## config.mk

```make
export PLATFORM = sky130hd
export DESIGN_NAME = civil_local_time_to_utc_seconds
export DESIGN_NICKNAME = d
export VERILOG_FILES = /design/src/sv/cltu_pkg.sv /design/src/sv/civil_local_time_to_utc_seconds.sv
export SDC_FILE = /design/constraint.sdc
export NUM_CORES = 1
export LEC_CHECK = 0
export BUFFER_PORTS_ARGS = -buffer_cell sky130_fd_sc_hd__buf_2
export CELL_PAD_IN_SITES_DETAIL_PLACEMENT = 1
export CELL_PAD_IN_SITES_GLOBAL_PLACEMENT = 1
export CORE_ASPECT_RATIO = 0.8
export CORE_MARGIN = 2
export CORE_UTILIZATION = 30
export CTS_BUF_LIST = sky130_fd_sc_hd__clkbuf_4 sky130_fd_sc_hd__clkbuf_8
export CTS_CLUSTER_SIZE = 16
export DETAILED_ROUTE_END_ITERATION = 10
export GPL_ROUTABILITY_DRIVEN = 0
export GPL_TIMING_DRIVEN = 0
export HOLD_SLACK_MARGIN = 0.12
export MAX_ROUTING_LAYER = met4
export PLACE_DENSITY = 0.64
export SLEW_MARGIN = 20
export SYNTH_ARGS = -nofsm -noshare
export SYNTH_HDL_FRONTEND = slang
export SYNTH_SLANG_ARGS = --single-unit
```

## constraint.sdc

```tcl
create_clock -name clock -period 9.3 [get_ports clock]
set_clock_uncertainty 0.1 [all_clocks]
set_input_delay 1.86 -clock clock [delete_from_list [all_inputs] [get_ports clock]]
set_output_delay 1.86 -clock clock [all_outputs]
set_load 0.05 [all_outputs]
```

## src/sv/cltu_pkg.sv

```systemverilog
// Shared constants, error codes and calendar lookup functions for the civil
// local time to UTC seconds converter. No dependencies.
package cltu_pkg;

   typedef logic [2:0] err_type;

   localparam err_type ERR_OK     = 3'd0;
   localparam err_type ERR_FIELD  = 3'd1;
   localparam err_type ERR_DAY    = 3'd2;
   localparam err_type ERR_NONPOS = 3'd3;
   localparam err_type ERR_OFFSET = 3'd4;

   localparam logic [11:0] YEAR_MIN = 12'd1970;
   localparam logic [11:0] YEAR_MAX = 12'd2099;
   localparam logic [11:0] ERA5_START = 12'd2000;
   localparam logic [11:0] ERA4_START = 12'd1600;

   localparam logic signed [10:0] TZ_MIN = -11'sd720;
   localparam logic signed [10:0] TZ_MAX = 11'sd840;

   // era * 146097 - 719468 for the two eras that the year range touches
   localparam logic signed [19:0] DAYS_BASE_ERA4 = -20'sd135080;
   localparam logic signed [19:0] DAYS_BASE_ERA5 = 20'sd11017;

   localparam logic [32:0] SECS_PER_DAY = 33'd86400;

   function automatic logic [4:0] cltu_month_len(input logic [3:0] month);
      logic [4:0] len;
      unique case (month)
         4'd1, 4'd3, 4'd5, 4'd7, 4'd8, 4'd10, 4'd12: len = 5'd31;
         4'd4, 4'd6, 4'd9, 4'd11:                     len = 5'd30;
         4'd2:                                        len = 5'd28;
         default:                                     len = 5'd0;
      endcase
      return len;
   endfunction

   // day of the March-based year on which each month starts
   function automatic logic [8:0] cltu_month_start(input logic [3:0] month);
      logic [8:0] start;
      unique case (month)
         4'd3:    start = 9'd0;
         4'd4:    start = 9'd31;
         4'd5:    start = 9'd61;
         4'd6:    start = 9'd92;
         4'd7:    start = 9'd122;
         4'd8:    start = 9'd153;
         4'd9:    start = 9'd184;
         4'd10:   start = 9'd214;
         4'd11:   start = 9'd245;
         4'd12:   start = 9'd275;
         4'd1:    start = 9'd306;
         4'd2:    start = 9'd337;
         default: start = 9'd0;
      endcase
      return start;
   endfunction

endpackage

```

## src/sv/civil_local_time_to_utc_seconds.sv

```systemverilog
// Local calendar date and time with a minute offset to UTC seconds since 1970.
// Four-stage pipeline built on cltu_pkg.
// Depends on: cltu_pkg.
//
// One transaction enters per cycle when stage 1 is free and is registered at
// each stage in turn. The stages are: field checks and day-of-era terms, day
// count and time of day, the day to seconds multiply, and the final sum with
// positivity and offset checks into the output register. Each stage carries its
// own valid bit, so a stalled result only blocks stages behind a full one and
// bubbles collapse. Errors return code 1..4 with zero seconds.
module civil_local_time_to_utc_seconds
   import cltu_pkg::*;
(
   input  logic                clock,
   input  logic                reset,
   input  logic                req_valid,
   output logic                req_ready,
   input  logic [11:0]         req_year,
   input  logic [3:0]          req_month,
   input  logic [4:0]          req_day,
   input  logic [4:0]          req_hour,
   input  logic [5:0]          req_minute,
   input  logic [5:0]          req_second,
   input  logic signed [10:0]  req_tz_offset_minutes,
   output logic                rsp_valid,
   input  logic                rsp_ready,
   output logic [31:0]         rsp_utc_seconds,
   output logic [2:0]          rsp_error_code
);

   logic s1_valid_ff, s1_valid_in;
   logic s2_valid_ff, s2_valid_in;
   logic s3_valid_ff, s3_valid_in;
   logic out_valid_ff, out_valid_in;

   logic s1_free, s2_free, s3_free, out_free;

   // stage 1
   err_type     s1_code_ff, s1_code_in;
   logic        s1_tz_bad_ff, s1_tz_bad_in;
   logic        s1_era5_ff, s1_era5_in;
   logic [8:0]  s1_yoe_ff, s1_yoe_in;
   logic [8:0]  s1_doy_ff, s1_doy_in;
   logic [4:0]  s1_hour_ff;
   logic [5:0]  s1_minute_ff, s1_second_ff;
   logic signed [10:0] s1_tz_ff;

   // stage 2
   err_type     s2_code_ff;
   logic        s2_tz_bad_ff;
   logic [15:0] s2_days_ff, s2_days_in;
   logic [16:0] s2_tod_ff, s2_tod_in;
   logic signed [16:0] s2_tzsec_ff, s2_tzsec_in;

   // stage 3
   err_type     s3_code_ff;
   logic        s3_tz_bad_ff;
   logic [32:0] s3_daysec_ff, s3_daysec_in;
   logic signed [18:0] s3_rem_ff, s3_rem_in;

   // output
   err_type     out_code_ff, out_code_in;
   logic [31:0] out_secs_ff, out_secs_in;

   logic        range_bad, leap, day_bad, jan_feb;
   logic [4:0]  mlen;
   logic [11:0] yy, yoe_full;
   logic [1:0]  cent;
   logic [17:0] yoe_days;
   logic [19:0] days_sum;
   logic signed [34:0] utc;
   logic        nonpos;
   err_type     final_code;

   assign out_free = !out_valid_ff || rsp_ready;
   assign s3_free  = !s3_valid_ff || out_free;
   assign s2_free  = !s2_valid_ff || s3_free;
   assign s1_free  = !s1_valid_ff || s2_free;
   assign req_ready = s1_free;

   assign s1_valid_in  = s1_free  ? req_valid   : s1_valid_ff;
   assign s2_valid_in  = s2_free  ? s1_valid_ff : s2_valid_ff;
   assign s3_valid_in  = s3_free  ? s2_valid_ff : s3_valid_ff;
   assign out_valid_in = out_free ? s3_valid_ff : out_valid_ff;

   // stage 1: field checks, month length, era terms
   always_comb begin
      range_bad = (req_year < YEAR_MIN) || (req_year > YEAR_MAX) ||
                  (req_month == 4'd0) || (req_month > 4'd12) ||
                  (req_day == 5'd0) || (req_hour > 5'd23) ||
                  (req_minute > 6'd59) || (req_second > 6'd59);
      leap      = (req_year[1:0] == 2'd0);
      mlen      = cltu_month_len(req_month) +
                  {4'd0, (req_month == 4'd2) && leap};
      day_bad   = req_day > mlen;
      if (range_bad) begin
         s1_code_in = ERR_FIELD;
      end else if (day_bad) begin
         s1_code_in = ERR_DAY;
      end else begin
         s1_code_in = ERR_OK;
      end
      jan_feb      = req_month <= 4'd2;
      yy           = req_year - {11'd0, jan_feb};
      s1_era5_in   = yy >= ERA5_START;
      yoe_full     = s1_era5_in ? (yy - ERA5_START) : (yy - ERA4_START);
      s1_yoe_in    = yoe_full[8:0];
      s1_doy_in    = cltu_month_start(req_month) + {4'd0, req_day} - 9'd1;
      s1_tz_bad_in = (req_tz_offset_minutes < TZ_MIN) ||
                     (req_tz_offset_minutes > TZ_MAX);
   end

   // stage 2: day count, time of day, offset in seconds
   always_comb begin
      if (s1_yoe_ff >= 9'd300) begin
         cent = 2'd3;
      end else if (s1_yoe_ff >= 9'd200) begin
         cent = 2'd2;
      end else if (s1_yoe_ff >= 9'd100) begin
         cent = 2'd1;
      end else begin
         cent = 2'd0;
      end
      yoe_days = {9'd0, s1_yoe_ff} * 18'd365;
      days_sum = (s1_era5_ff ? DAYS_BASE_ERA5 : DAYS_BASE_ERA4) +
                 {2'd0, yoe_days} + {13'd0, s1_yoe_ff[8:2]} -
                 {18'd0, cent} + {11'd0, s1_doy_ff};
      s2_days_in  = days_sum[15:0];
      s2_tod_in   = {12'd0, s1_hour_ff} * 17'd3600 +
                    {11'd0, s1_minute_ff} * 17'd60 + {11'd0, s1_second_ff};
      s2_tzsec_in = $signed({{6{s1_tz_ff[10]}}, s1_tz_ff}) * 17'sd60;
   end

   // stage 3: days to seconds, fold in time of day and offset
   always_comb begin
      s3_daysec_in = {17'd0, s2_days_ff} * SECS_PER_DAY;
      s3_rem_in    = $signed({2'd0, s2_tod_ff}) -
                     $signed({{2{s2_tzsec_ff[16]}}, s2_tzsec_ff});
   end

   // stage 4: final sum and late checks
   always_comb begin
      utc    = $signed({2'd0, s3_daysec_ff}) + $signed({{16{s3_rem_ff[18]}}, s3_rem_ff});
      nonpos = utc[34] || (utc == 35'sd0);
      if (s3_code_ff != ERR_OK) begin
         final_code = s3_code_ff;
      end else if (nonpos) begin
         final_code = ERR_NONPOS;
      end else if (s3_tz_bad_ff) begin
         final_code = ERR_OFFSET;
      end else begin
         final_code = ERR_OK;
      end
      out_code_in = final_code;
      out_secs_in = (final_code == ERR_OK) ? utc[31:0] : 32'd0;
   end

   always_ff @(posedge clock) begin
      if (reset) begin
         s1_valid_ff  <= 1'b0;
         s2_valid_ff  <= 1'b0;
         s3_valid_ff  <= 1'b0;
         out_valid_ff <= 1'b0;
      end else begin
         s1_valid_ff  <= s1_valid_in;
         s2_valid_ff  <= s2_valid_in;
         s3_valid_ff  <= s3_valid_in;
         out_valid_ff <= out_valid_in;
      end
   end

   always_ff @(posedge clock) begin
      if (s1_free) begin
         s1_code_ff   <= s1_code_in;
         s1_tz_bad_ff <= s1_tz_bad_in;
         s1_era5_ff   <= s1_era5_in;
         s1_yoe_ff    <= s1_yoe_in;
         s1_doy_ff    <= s1_doy_in;
         s1_hour_ff   <= req_hour;
         s1_minute_ff <= req_minute;
         s1_second_ff <= req_second;
         s1_tz_ff     <= req_tz_offset_minutes;
      end
      if (s2_free) begin
         s2_code_ff   <= s1_code_ff;
         s2_tz_bad_ff <= s1_tz_bad_ff;
         s2_days_ff   <= s2_days_in;
         s2_tod_ff    <= s2_tod_in;
         s2_tzsec_ff  <= s2_tzsec_in;
      end
      if (s3_free) begin
         s3_code_ff   <= s2_code_ff;
         s3_tz_bad_ff <= s2_tz_bad_ff;
         s3_daysec_ff <= s3_daysec_in;
         s3_rem_ff    <= s3_rem_in;
      end
      if (out_free) begin
         out_code_ff <= out_code_in;
         out_secs_ff <= out_secs_in;
      end
   end

   assign rsp_valid       = out_valid_ff;
   assign rsp_utc_seconds = out_secs_ff;
   assign rsp_error_code  = out_code_ff;

`ifndef SYNTHESIS
   a_err_zero_secs: assert property (@(posedge clock) disable iff (reset)
      rsp_valid && (rsp_error_code != ERR_OK) |-> rsp_utc_seconds == 32'd0)
      else $error("error result with nonzero seconds");

   a_ok_positive: assert property (@(posedge clock) disable iff (reset)
      rsp_valid && (rsp_error_code == ERR_OK) |-> rsp_utc_seconds != 32'd0)
      else $error("ok result with zero seconds");

   a_code_range: assert property (@(posedge clock) disable iff (reset)
      rsp_valid |-> rsp_error_code <= ERR_OFFSET)
      else $error("error code out of range");

   a_s3_hold: assert property (@(posedge clock) disable iff (reset)
      s3_valid_ff && rsp_valid && !rsp_ready |=> s3_valid_ff && rsp_valid)
      else $error("stage 3 lost a transaction during stall");
`endif

endmodule
```

==> Word level (Yosys, flattened, before mapping) <==
Memory sizes are Yosys's and may differ from the RTL's.
Index checks and enable logic that the tools add are counted.
{ "word_totals": {"reg_bits": 191, "rom_bits": 224, "mem_count": 2} }
{ "mem_list": {"columns": ["memory", "words", "word_bits", "rd", "rd_clocked_by_memory_dff", "wr", "line_no", "source"], "rows": [
  ["(name not given)", 16, 9, 1, 0, 0, "cltu_pkg.sv:41", "unique case (month)"],
  ["(name not given)", 16, 5, 1, 0, 0, "cltu_pkg.sv:29", "unique case (month)"]
]} }
{ "classes": {"add_sub_neg": 14, "multipliers": 5, "order_cmp": 14, "n_eq_ne": 1, "n_mux": 9, "reduce_logical": 24} }
{ "ops": {"columns": ["operator", "count"], "rows": [
  ["adder 34 x 19 -> 35 bit", 1],
  ["logical NOT 35 bit", 1],
  ["multiplier 16 x 10 -> 26 bit, second input constant", 1],
  ["subtractor 18 x 17 -> 19 bit", 1],
  ["adder 17 x 12 -> 17 bit", 1],
  ["adder 17 x 6 -> 17 bit", 1],
  ["adder 16 bit", 1],
  ["adder 16 x 7 -> 16 bit", 1],
  ["adder 16 x 9 -> 16 bit", 1],
  ["multiplier 9 x 9 -> 16 bit, second input constant", 1],
  ["2-to-1 mux 16 bit", 1],
  ["subtractor 16 x 2 -> 16 bit", 1],
  ["multiplier 11 x 5 -> 15 bit, second input constant", 1],
  ["logical OR 1 bit", 13],
  ["multiplier 5 x 8 -> 13 bit, second input constant", 1],
  ["greater-or-equal comparator 12 x 11 -> 1 bit, second input constant", 1],
  ["> comparator 12 bit, second input constant", 1],
  ["> comparator 6 bit, second input constant", 2],
  ["< comparator 12 x 11 -> 1 bit, second input constant", 1],
  ["subtractor 12 x 1 -> 12 bit", 1],
  ["> comparator 11 bit, second input constant", 1],
  ["< comparator 11 bit, second input constant", 1],
  ["multiplier 6 x 4 -> 10 bit, second input constant", 1],
  ["adder 9 x 5 -> 9 bit", 1],
  ["23 further kinds", 30]
]} }

==> Logic depth before layout (Yosys ltp) <==
Gate-level depths: netlist (run 1).
{ "logic_depth": {"ltp_word": 8, "depth_mapped": 28, "mapped_depth_nobuf": 28} }

==> Least setup slack after synthesis (run 1) <==
Ideal clock, no wire load.
{ "synth_timing": {"path_kind": "in2out", "start": "input port rsp_ready", "end": "output port req_ready", "t_arrival_ps": 3520, "setup_slack_ps": 3820, "stages": 3, "n_path_buf": 0, "cell_sequence": "nor2b_1 -> and3_1 -> nand2_1"} }
{ "synth_between": {"elab_chain_cells": 4} }
{ "synth_lines": {"columns": ["item", "line_no", "source"], "rows": [
  ["start, declared", "civil_local_time_to_utc_seconds.sv:26", "input logic rsp_ready,"],
  ["logical OR 1 bit", "civil_local_time_to_utc_seconds.sv:75", "assign out_free = !out_valid_ff || rsp_ready;"],
  ["logical OR 1 bit", "civil_local_time_to_utc_seconds.sv:76", "assign s3_free = !s3_valid_ff || out_free;"],
  ["logical OR 1 bit", "civil_local_time_to_utc_seconds.sv:77", "assign s2_free = !s2_valid_ff || s3_free;"],
  ["logical OR 1 bit", "civil_local_time_to_utc_seconds.sv:78", "assign s1_free = !s1_valid_ff || s2_free;"],
  ["end, declared", "civil_local_time_to_utc_seconds.sv:17", "output logic req_ready,"]
]} }
No other way between the ends.

==> Worst setup path in the final report (run 1) <==
{ "layout_timing": {"start": "register s1_yoe_ff[4]", "end": "register s2_days_ff[14], data pin"} }
{ "layout_between": {"elab_chain_cells": 6, "elab_cells_between_ends": 11, "classes_between": "add/sub: 4; mul: 1; order compare: 3; mux: 3"} }
{ "layout_lines": {"columns": ["item", "line_no", "source"], "rows": [
  ["start, declared", "civil_local_time_to_utc_seconds.sv:42", "logic [8:0] s1_yoe_ff, s1_yoe_in;"],
  ["start signal, assigned", "civil_local_time_to_utc_seconds.sv:177", "s1_yoe_ff <= s1_yoe_in;"],
  ["branches (longest 4 deep; another with multiplier 9 x 9 -> 16 bit)", null, null],
  ["subtractor 16 x 2 -> 16 bit *", "civil_local_time_to_utc_seconds.sv:126", "{2'd0, yoe_days} + {13'd0, s1_yoe_ff[8:2]} -"],
  ["adder 16 x 9 -> 16 bit *", "civil_local_time_to_utc_seconds.sv:127", "{18'd0, cent} + {11'd0, s1_doy_ff};"],
  ["named net days_sum[14]", "civil_local_time_to_utc_seconds.sv:70", "logic [19:0] days_sum;"],
  ["end signal, assigned", "civil_local_time_to_utc_seconds.sv:187", "s2_days_ff <= s2_days_in;"],
  ["end, declared", "civil_local_time_to_utc_seconds.sv:51", "logic [15:0] s2_days_ff, s2_days_in;"]
]} }
Mark *: on every way through the listed nets, which the timed path passes.
A chain may end at the register's enable or synchronous reset.

==> impl_metrics.ini, run 1 <==
[drt]
routed-via-count = 11860
vias_per_cell = 4.533
drc = 0
drtAntennaViolNets = 0
post_drt_wl_per_cell_um = 14.43
drt_iter0_drc = 358
drt_pre_antenna_iters = 5
routed_wl_um = 37760

[global_routing]
met2_usage = 0.2055
grt_pass1_vias = 12790
globalRoute.busiestLayer = met2
met3_usage = 0.01861
antenna_found_initial = 2
gr-usage-all-layers = 0.1298
overflow = 0
grt_util_met1 = 0.1782
grt_max_degree = 52
grt_pass1_wl_um = 63760

[sta]
setup_viol = 0
fin_setup_tns_ns = 0
worstMarginPinSlew_ns = 0.8098
min_period_ns = 6.064
fin_crit_sh = 0.6520
finalHoldViolCount = 0
relSlewSlack = 0.4601
final-max-slew-violation-count = 0
rsz0062_at_grt = no
clock.fmax_mhz = 164.9
hold_slack_ns = 0.3331

[setup_path]
cpMostUsedCell = inv_1
critical_path_class = flop to flop
slowest_stage = edfxtp_1
max_stage_delay_ns = 0.62
worstPathRequired_ns = 9.45
end_kind = flop
start_kind = flop
worstPathArrival_ns = 6.21
worstPathMaxFanout = 7

[die]
die_x_um = 277.0
coreArea_um2 = 59260
num_io_pins = 90
initial_core_util = 0.3018
num_rows = 80
die_h_um = 222.4
die_area_um2 = 61580

[clocking]
cts_resized = 0
clock_latency_ns = 0.51
clk_pin_slew_worst_paths_ns = 0.12
post_cts_buffers = 0
numClockSinks = 188
numCtsBuffers = 17
cts_tree = done
hold_buffers = 0
cts-root-buf = clkbuf_8
htree_num_levels = 4
cts_buffer_depth = 2

[run_status]
status = finished clean

[synth]
synthDistinctLibCells = 76
synth-edff-count = 184
synthTopCellsByCount = inv_1 (367), ha_1 (301), edfxtp_1 (184), fa_1 (121), xnor2_1 (99)
synth_top_area_frac = 0.3090
synth.avg_cell_area_um2 = 10.44
synthesis.area_um2 = 17880
yosysWarnings = 0
ys_seq_area_frac = 0.3135
ys.flop_type = edfxtp_1
synth_area_leader_cell = edfxtp_1
async_flop_share = 0
ys_seq_elements = 188
yosysMostFrequentCell = inv_1
synth_area_leaders = edfxtp_1 (31%), ha_1 (21%), fa_1 (14%), inv_1 (7.7%), xnor2_1 (4.8%)
synth_fp_nets = 2188
syn_inst = 1713

[place]
io_buffer_count = 89
hpwl_um = 32490

[hold_path]
hp-class = flop to flop

[cells_and_area]
multi_input_area_um2 = 10850
regArea_um2 = 5605
fill_cells = 6755
nets = 2298
syn_to_final_growth_pct = 10.64
drive_above_1_share = 0.08551

[job]
maxCapViolCount = 0
## final timing paths
kind	startpoint	end	cells after the start	slack, ns
min	s1_second_ff[0]$_DFFE_PP_	s2_tod_ff[0]$_DFFE_PP_	0	0.33
max	s1_yoe_ff[4]$_DFFE_PP_	s2_days_ff[14]$_DFFE_PP_	27	3.24
max reg2reg	s1_yoe_ff[4]$_DFFE_PP_	s2_days_ff[14]$_DFFE_PP_	27	3.24
min reg2reg	s1_second_ff[0]$_DFFE_PP_	s2_tod_ff[0]$_DFFE_PP_	0	0.33
## stage by stage
stage | util | instance area (µm²) | instances | setup slack (ns)
after floorplan | - | 17880 | 1713 | 3.820
final | 0.3338 | 19780 | 2616 | 3.236
after global routing | 0.3338 | 19780 | 2616 | 2.633
after detailed placement | 0.3266 | 19350 | 2583 | 3.176
after global placement | 0.3257 | 19300 | 2581 | 2.927
after CTS | 0.3338 | 19780 | 2615 | 3.164
## critical path, delay by kind of cell (launching register included)
kind | cells | cell delay [ns]
adder cells (fa/ha/maj) | 7 | 1.83
XOR/XNOR | 1 | 0.14
AO/OA/AOI/OAI | 10 | 2.13
buffers and inverters | 7 | 0.57
flip-flops | 1 | 0.62
AND/OR/NAND/NOR | 2 | 0.41
## sequential cells by signal (all words and copies together) (netlist names), 2 cells and up
| name | flops |
|---|---|
| rsp_error_code | 3 |
| rsp_utc_seconds | 32 |
| s1_code_ff | 2 |
| s1_doy_ff | 9 |
| s1_hour_ff | 5 |
| s1_minute_ff | 6 |
| s1_second_ff | 6 |
| s1_tz_ff | 11 |
| s1_yoe_ff | 9 |
| s2_code_ff | 2 |
| s2_days_ff | 16 |
| s2_tod_ff | 17 |
| s2_tzsec_ff | 15 |
| s3_code_ff | 2 |
| s3_daysec_ff | 26 |
| s3_rem_ff | 19 |
## per-layer routing
layer / vias up / routed length [µm]
li1: 6035 / -
met1: 5683 / 19400
met2: 116 / 16910
met3: 25 / 1115
met4: 0 / 336
met5: - / 0
## placed cells by master (no fill, tap or decap), types with 6 or more instances in the layout
master / instances
inv_1: 365
ha_1: 301
edfxtp_1: 184
fa_1: 121
xnor2_1: 99
a21oi_1: 92
buf_2: 90
nor2_1: 80
nand2_1: 54
o21ai_0: 41
a21o_1: 29
nor3_1: 25
xor2_1: 24
o21bai_1: 23
and2_1: 22
nand3_1: 20
clkbuf_8: 17
o21a_1: 15
nor2b_1: 13
and3_1: 13
nand4_1: 13
clkbuf_1: 12
or3_1: 11
nand2b_1: 10
a31oi_1: 10
nor4_1: 8
o31ai_1: 8
a211oi_1: 8
inv_8: 8
and4_1: 6
or2_2: 6
o31a_1: 6
## layout make-up
| cell class | instances | area share |
|---|---|---|
| Clock buffer | 17 | 0.01183 |
| Tap cell | 779 | 0.04927 |
| Clock inverter | 15 | 0.009867 |
| Timing Repair Buffer | 91 | 0.02454 |
| Inverter | 367 | 0.06964 |
| Buffer | 14 | 0.003099 |
| Sequential cell | 188 | 0.2833 |
| Multi-Input combinational cell | 1144 | 0.5483 |
| Antenna cell | 1 | 0.0001265 |
## cells by family (layout without fill, tap and decap cells)
group                      Yosys count  count (layout)  synth area share
AOI/OAI and AO/OA                  289             289            0.1087
xor gates and xnor gates           124             124           0.06116
adders and majority gates          422             422            0.3461
buffers and inverters              381             504           0.08047
DFF                                188             188            0.3135
muxes                                7               7          0.004059
other                                0               1                 0
and+or+nand+nor                    302             302           0.08607
Power of run 1 is left out: the tool's default activity adds up to more than one toggle a clock period on the data nets, which glitch-free logic cannot reach.
==> inputs of run 2 (changes only) <==
==> constraint.sdc (replaced) <==
create_clock -name clock -period 5.7 [get_ports clock]
set_clock_uncertainty 0.1 [all_clocks]
set_input_delay 1.14 -clock clock [delete_from_list [all_inputs] [get_ports clock]]
set_output_delay 1.14 -clock clock [all_outputs]
set_load 0.05 [all_outputs]
==> impl_metrics.ini, run 2 (synthesis results as in run 1) <==
[sta]
relSlewSlack = 0.4677
min_period_ns = 5.455
fin_crit_sh = 0.9569
fin_setup_tns_ns = 0
finalHoldViolCount = 0
hold_slack_ns = 0.3329
setup_viol = 0
final-max-slew-violation-count = 0
clock.fmax_mhz = 183.3
worstMarginPinSlew_ns = 0.7985

[cells_and_area]
final_common_cell = inv_1
largest_reg_flops = 32
syn_to_final_growth_pct = 11.58
postLayoutCellArea_um2 = 19950
drive_above_1_share = 0.09860
nets = 2318
final_cell_mix = inv_1 (363), ha_1 (301), edfxtp_1 (184), fa_1 (121), xnor2_1 (99)

[setup_path]
end_kind = flop
worstPathMaxFanout = 4
ff2ff_path_depth = 19
r2r-start = s1_yoe_ff[2]$_DFFE_PP_
critical_path_class = flop to flop
cpMostUsedCell = fa_1
slowest_stage = fa_1
rrSetupSlack_ns = 0.25
critPathTopFamily = adder cells
crit_end = s2_days_ff[15]$_DFFE_PP_
cp.depth = 19
worstPathRequired_ns = 5.84
rr_endpoint = s2_days_ff[15]$_DFFE_PP_
crit_chain = buf_4, buf_4, fa_1, fa_1, ha_1, fa_1, inv_1, fa_1, inv_1, ha_1, a21o_1, a21oi_1, o21ai_0, a21o_1, a21oi_2, o211ai_1, a31o_2, a21oi_1, xnor2_1
crit_buf_inv = 4
max_stage_delay_ns = 0.59
crit_path_start = s1_yoe_ff[2]$_DFFE_PP_
start_kind = flop
worstPathArrival_ns = 5.60

[place]
hpwl_um = 32490
io_buffer_count = 89
dpl-instance-area_um2 = 19350

[die]
initial_core_util = 0.3018
num_rows = 80
die_h_um = 222.4
die_x_um = 277.0
num_io_pins = 90
coreArea_um2 = 59260
die_area_um2 = 61580

[hold_path]
whs_path_depth = 0
hp-class = flop to flop

[drt]
routed_wl_um = 38040
vias_per_cell = 4.534
drt_pre_antenna_iters = 5
drc = 0
post_drt_wl_per_cell_um = 14.43
drt_iter0_drc = 380
drtAntennaViolNets = 0
routed-via-count = 11950

[clocking]
htree_num_levels = 4
numClockSinks = 188
hold_buffers = 0
cts_tree = done
clock_latency_ns = 0.51
cts-root-buf = clkbuf_8
cts_buffer_depth = 2
numCtsBuffers = 17
clk_pin_slew_worst_paths_ns = 0.12

[global_routing]
grt_max_degree = 52
antenna_found_initial = 2
gr-usage-all-layers = 0.1307
grt_pass1_wl_um = 64160
overflow = 0
globalRoute.busiestLayer = met2
grt_util_met1 = 0.1795
met2_usage = 0.2059
grt_pass1_vias = 12890
met3_usage = 0.01872

[job]
maxCapViolCount = 0

[run_status]
status = finished clean
-- run 2: stage by stage --
step / utilization / worst slack [ns] / cells
floorplan: - / 0.5286 / 1713
global placement: 0.3257 / -0.2142 / 2581
detailed placement: 0.3266 / -0.4241 / 2583
CTS: 0.3356 / 0.02102 / 2628
global route: 0.3367 / -0.005785 / 2636
finish: 0.3367 / 0.2455 / 2636
-- run 2: cell type report --
type | count | area, µm²
antenna | 1 | 2.502
buffer | 14 | 61.31
clock buffer | 17 | 234.0
clock inverter | 15 | 195.2
fill | 6750 | 39310
inverter | 367 | 1378
multi-input combinational | 1144 | 10870
sequential | 188 | 5605
tap | 779 | 974.7
timing repair buffer | 111 | 635.6
-- run 2: worst min path at each step --
stage,start,end,slack [ns]
final,s1_second_ff[0]$_DFFE_PP_,s2_tod_ff[0]$_DFFE_PP_,0.33
after global routing,s2_tod_ff[1]$_DFFE_PP_,s3_rem_ff[1]$_DFFE_PP_,0.35
after CTS,s1_second_ff[0]$_DFFE_PP_,s2_tod_ff[0]$_DFFE_PP_,0.34
after detailed placement,s1_second_ff[0]$_DFFE_PP_,s2_tod_ff[0]$_DFFE_PP_,0.31
after global placement,s2_tod_ff[0]$_DFFE_PP_,s3_rem_ff[0]$_DFFE_PP_,0.30
after floorplan,s1_code_ff[0]$_SDFFCE_PP1P_,s2_code_ff[0]$_DFFE_PP_,0.30
-- run 2: routing by layer --
layer	up-vias	wire length, µm	share of wire
li1	6074	-	-
met1	5739	19540	0.51
met2	110	17030	0.45
met3	28	1071	0.028
met4	0	399	0.010
met5	-	0	0
-- run 2: repair_timing --
item	4_1_cts	5_1_grt
setup endpoints to repair	4	4
hold endpoints to repair	0	0
setup buffers	13	7
pin swaps	0	1
gates resized for setup	1	11
-- run 2: worst reg2reg max path, stage by stage, from the launching register on --
cell and delay, ns:
edfxtp_1 0.47, buf_4 0.18, buf_4 0.15, fa_1 0.43, fa_1 0.44, ha_1 0.33, fa_1 0.49, inv_1 0.05
fa_1 0.59, inv_1 0.07, ha_1 0.28, a21o_1 0.16, a21oi_1 0.21, o21ai_0 0.12, a21o_1 0.22, a21oi_2 0.20
o211ai_1 0.15, a31o_2 0.26, a21oi_1 0.17, xnor2_1 0.11
Power of run 2 is left out for the same reason.
==> inputs of run 3 (changes only) <==
--- a/config.mk
+++ b/config.mk
@@ -10,7 +10,7 @@
 export CELL_PAD_IN_SITES_GLOBAL_PLACEMENT = 1
 export CORE_ASPECT_RATIO = 0.8
 export CORE_MARGIN = 2
-export CORE_UTILIZATION = 30
+export CORE_UTILIZATION = 51
 export CTS_BUF_LIST = sky130_fd_sc_hd__clkbuf_4 sky130_fd_sc_hd__clkbuf_8
 export CTS_CLUSTER_SIZE = 16
 export DETAILED_ROUTE_END_ITERATION = 10
@@ -18,7 +18,7 @@
 export GPL_TIMING_DRIVEN = 0
 export HOLD_SLACK_MARGIN = 0.12
 export MAX_ROUTING_LAYER = met4
-export PLACE_DENSITY = 0.64
+export PLACE_DENSITY = 0.94
 export SLEW_MARGIN = 20
 export SYNTH_ARGS = -nofsm -noshare
 export SYNTH_HDL_FRONTEND = slang
==> impl_metrics.ini, run 3 (synthesis results as in run 1) <==
[clocking]
clock_latency_ns = 0.55
numClockSinks = 188
cts_tree = done
cts_buffer_depth = 2
hold_buffers = 0
clk_pin_slew_worst_paths_ns = 0.15
htree_num_levels = 4
cts-root-buf = clkbuf_8
numCtsBuffers = 17

[run_status]
status = finished clean

[sta]
worstMarginPinSlew_ns = 0.8498
fin_crit_sh = 0.9815
relSlewSlack = 0.4334
finalHoldViolCount = 0
min_period_ns = 5.594
timing.final.ws_setup_ns = 0.1056
setup_viol = 0
final-max-slew-violation-count = 0
clock.fmax_mhz = 178.8

[setup_path]
critical_path_class = flop to flop
slowest_stage = fa_1
worstPathMaxFanout = 4
critPathTopFamily = adder cells
worstPathRequired_ns = 5.88
worstPathArrival_ns = 5.77
crit_buf_inv = 6
max_stage_delay_ns = 0.58
crit_chain = buf_4, buf_4, fa_1, fa_1, inv_1, fa_1, inv_1, fa_1, inv_1, fa_1, inv_1, ha_1, a21boi_2, o21ai_2, a21boi_2, o21ai_2, a21oi_2, o41ai_2, xnor2_1
cpMostUsedCell = fa_1
end_kind = flop
start_kind = flop

[die]
die_x_um = 213.3
die_area_um2 = 36580
num_io_pins = 90
initial_core_util = 0.5160
num_rows = 61
coreArea_um2 = 34650
die_h_um = 171.5

[drt]
drt_iter0_drc = 684
drtAntennaViolNets = 0
routed-via-count = 13390
met1_length_um = 18790
vias_per_cell = 5.751
post_drt_wl_per_cell_um = 21.81
highest_layer = met4
dr_wl_met2_um = 26720
drt_pre_antenna_iters = 7
routed_wl_um = 50770
route.met3.wl_um = 2016
drc = 0

[cells_and_area]
largest_reg_flops = 32
drive_above_1_share = 0.1030
syn_to_final_growth_pct = 9.803
final_common_cell = inv_1
final_cell_mix = inv_1 (363), ha_1 (300), edfxtp_1 (184), fa_1 (119), xnor2_1 (99)
nets = 2317

[job]
maxCapViolCount = 0

[global_routing]
grt_max_degree = 52
antenna_found_initial = 1
grt_pass1_wl_um = 80160
gr-usage-all-layers = 0.2950
grt_pass1_vias = 15240
overflow = 0

[hold_path]
hp-class = flop to flop

[place]
hpwl_um = 39050
io_buffer_count = 89
post-place-ws_ns = -0.5939
## run 3: changes by cell type in the layout (fill, tap and decap cells not counted), sizes merged
cell | previous run | this run
clkinvlp | 2 | 0
inv | 376 | 375
buf | 113 | 112
clkinv | 2 | 6
bufinv | 2 | 1
## run 3: area by class of cell
class                      count  area [µm²]
fill                        3861       15020
multi-input combinational   1144       10900
sequential                   188        5605
inverter                     367        1380
timing repair buffer         110       635.6
tap                          472       590.6
clock buffer                  17       234.0
clock inverter                15       227.7
buffer                        14       61.31
antenna                        1       2.502
## run 3: worst paths after layout
| check | startpoint | end | slack, ns | depth (start not counted) |
|---|---|---|---|---|
| max | s1_yoe_ff[5]$_DFFE_PP_ | s2_days_ff[14]$_DFFE_PP_ | 0.11 | 19 |
| min reg2reg | s1_code_ff[1]$_SDFFCE_PP0P_ | s2_code_ff[1]$_DFFE_PP_ | 0.30 | 0 |
| max reg2reg | s1_yoe_ff[5]$_DFFE_PP_ | s2_days_ff[14]$_DFFE_PP_ | 0.11 | 19 |
| min | s1_code_ff[1]$_SDFFCE_PP0P_ | s2_code_ff[1]$_DFFE_PP_ | 0.30 | 0 |
## run 3: through the flow
stage                      TNS, ns  cells  utilization  hold WS [ns]  area (µm²)
after floorplan                  0   1713            -        0.3003       17880
final                            0   2328       0.5666        0.3048       19630
after global routing       -0.1370   2328       0.5666        0.3107       19630
after detailed placement    -1.675   2276       0.5476        0.3191       18970
after global placement    -0.09189   2274       0.5459        0.3049       18920
after CTS                        0   2321       0.5643        0.3041       19550
## run 3: layer usage
metal	vias up	track usage
met2	460	0.5442
li1	6061	-
met3	224	0.04272
met1	6643	0.2982
met5	-	-
met4	0	0.1712
## run 3: what timing repair did
action	4_1_cts	5_1_grt
cloned	0	0
pin swaps	1	5
setup buffers	13	6
resized for setup	8	15
setup endpoints to repair	8	4
Power of run 3 is left out for the same reason.
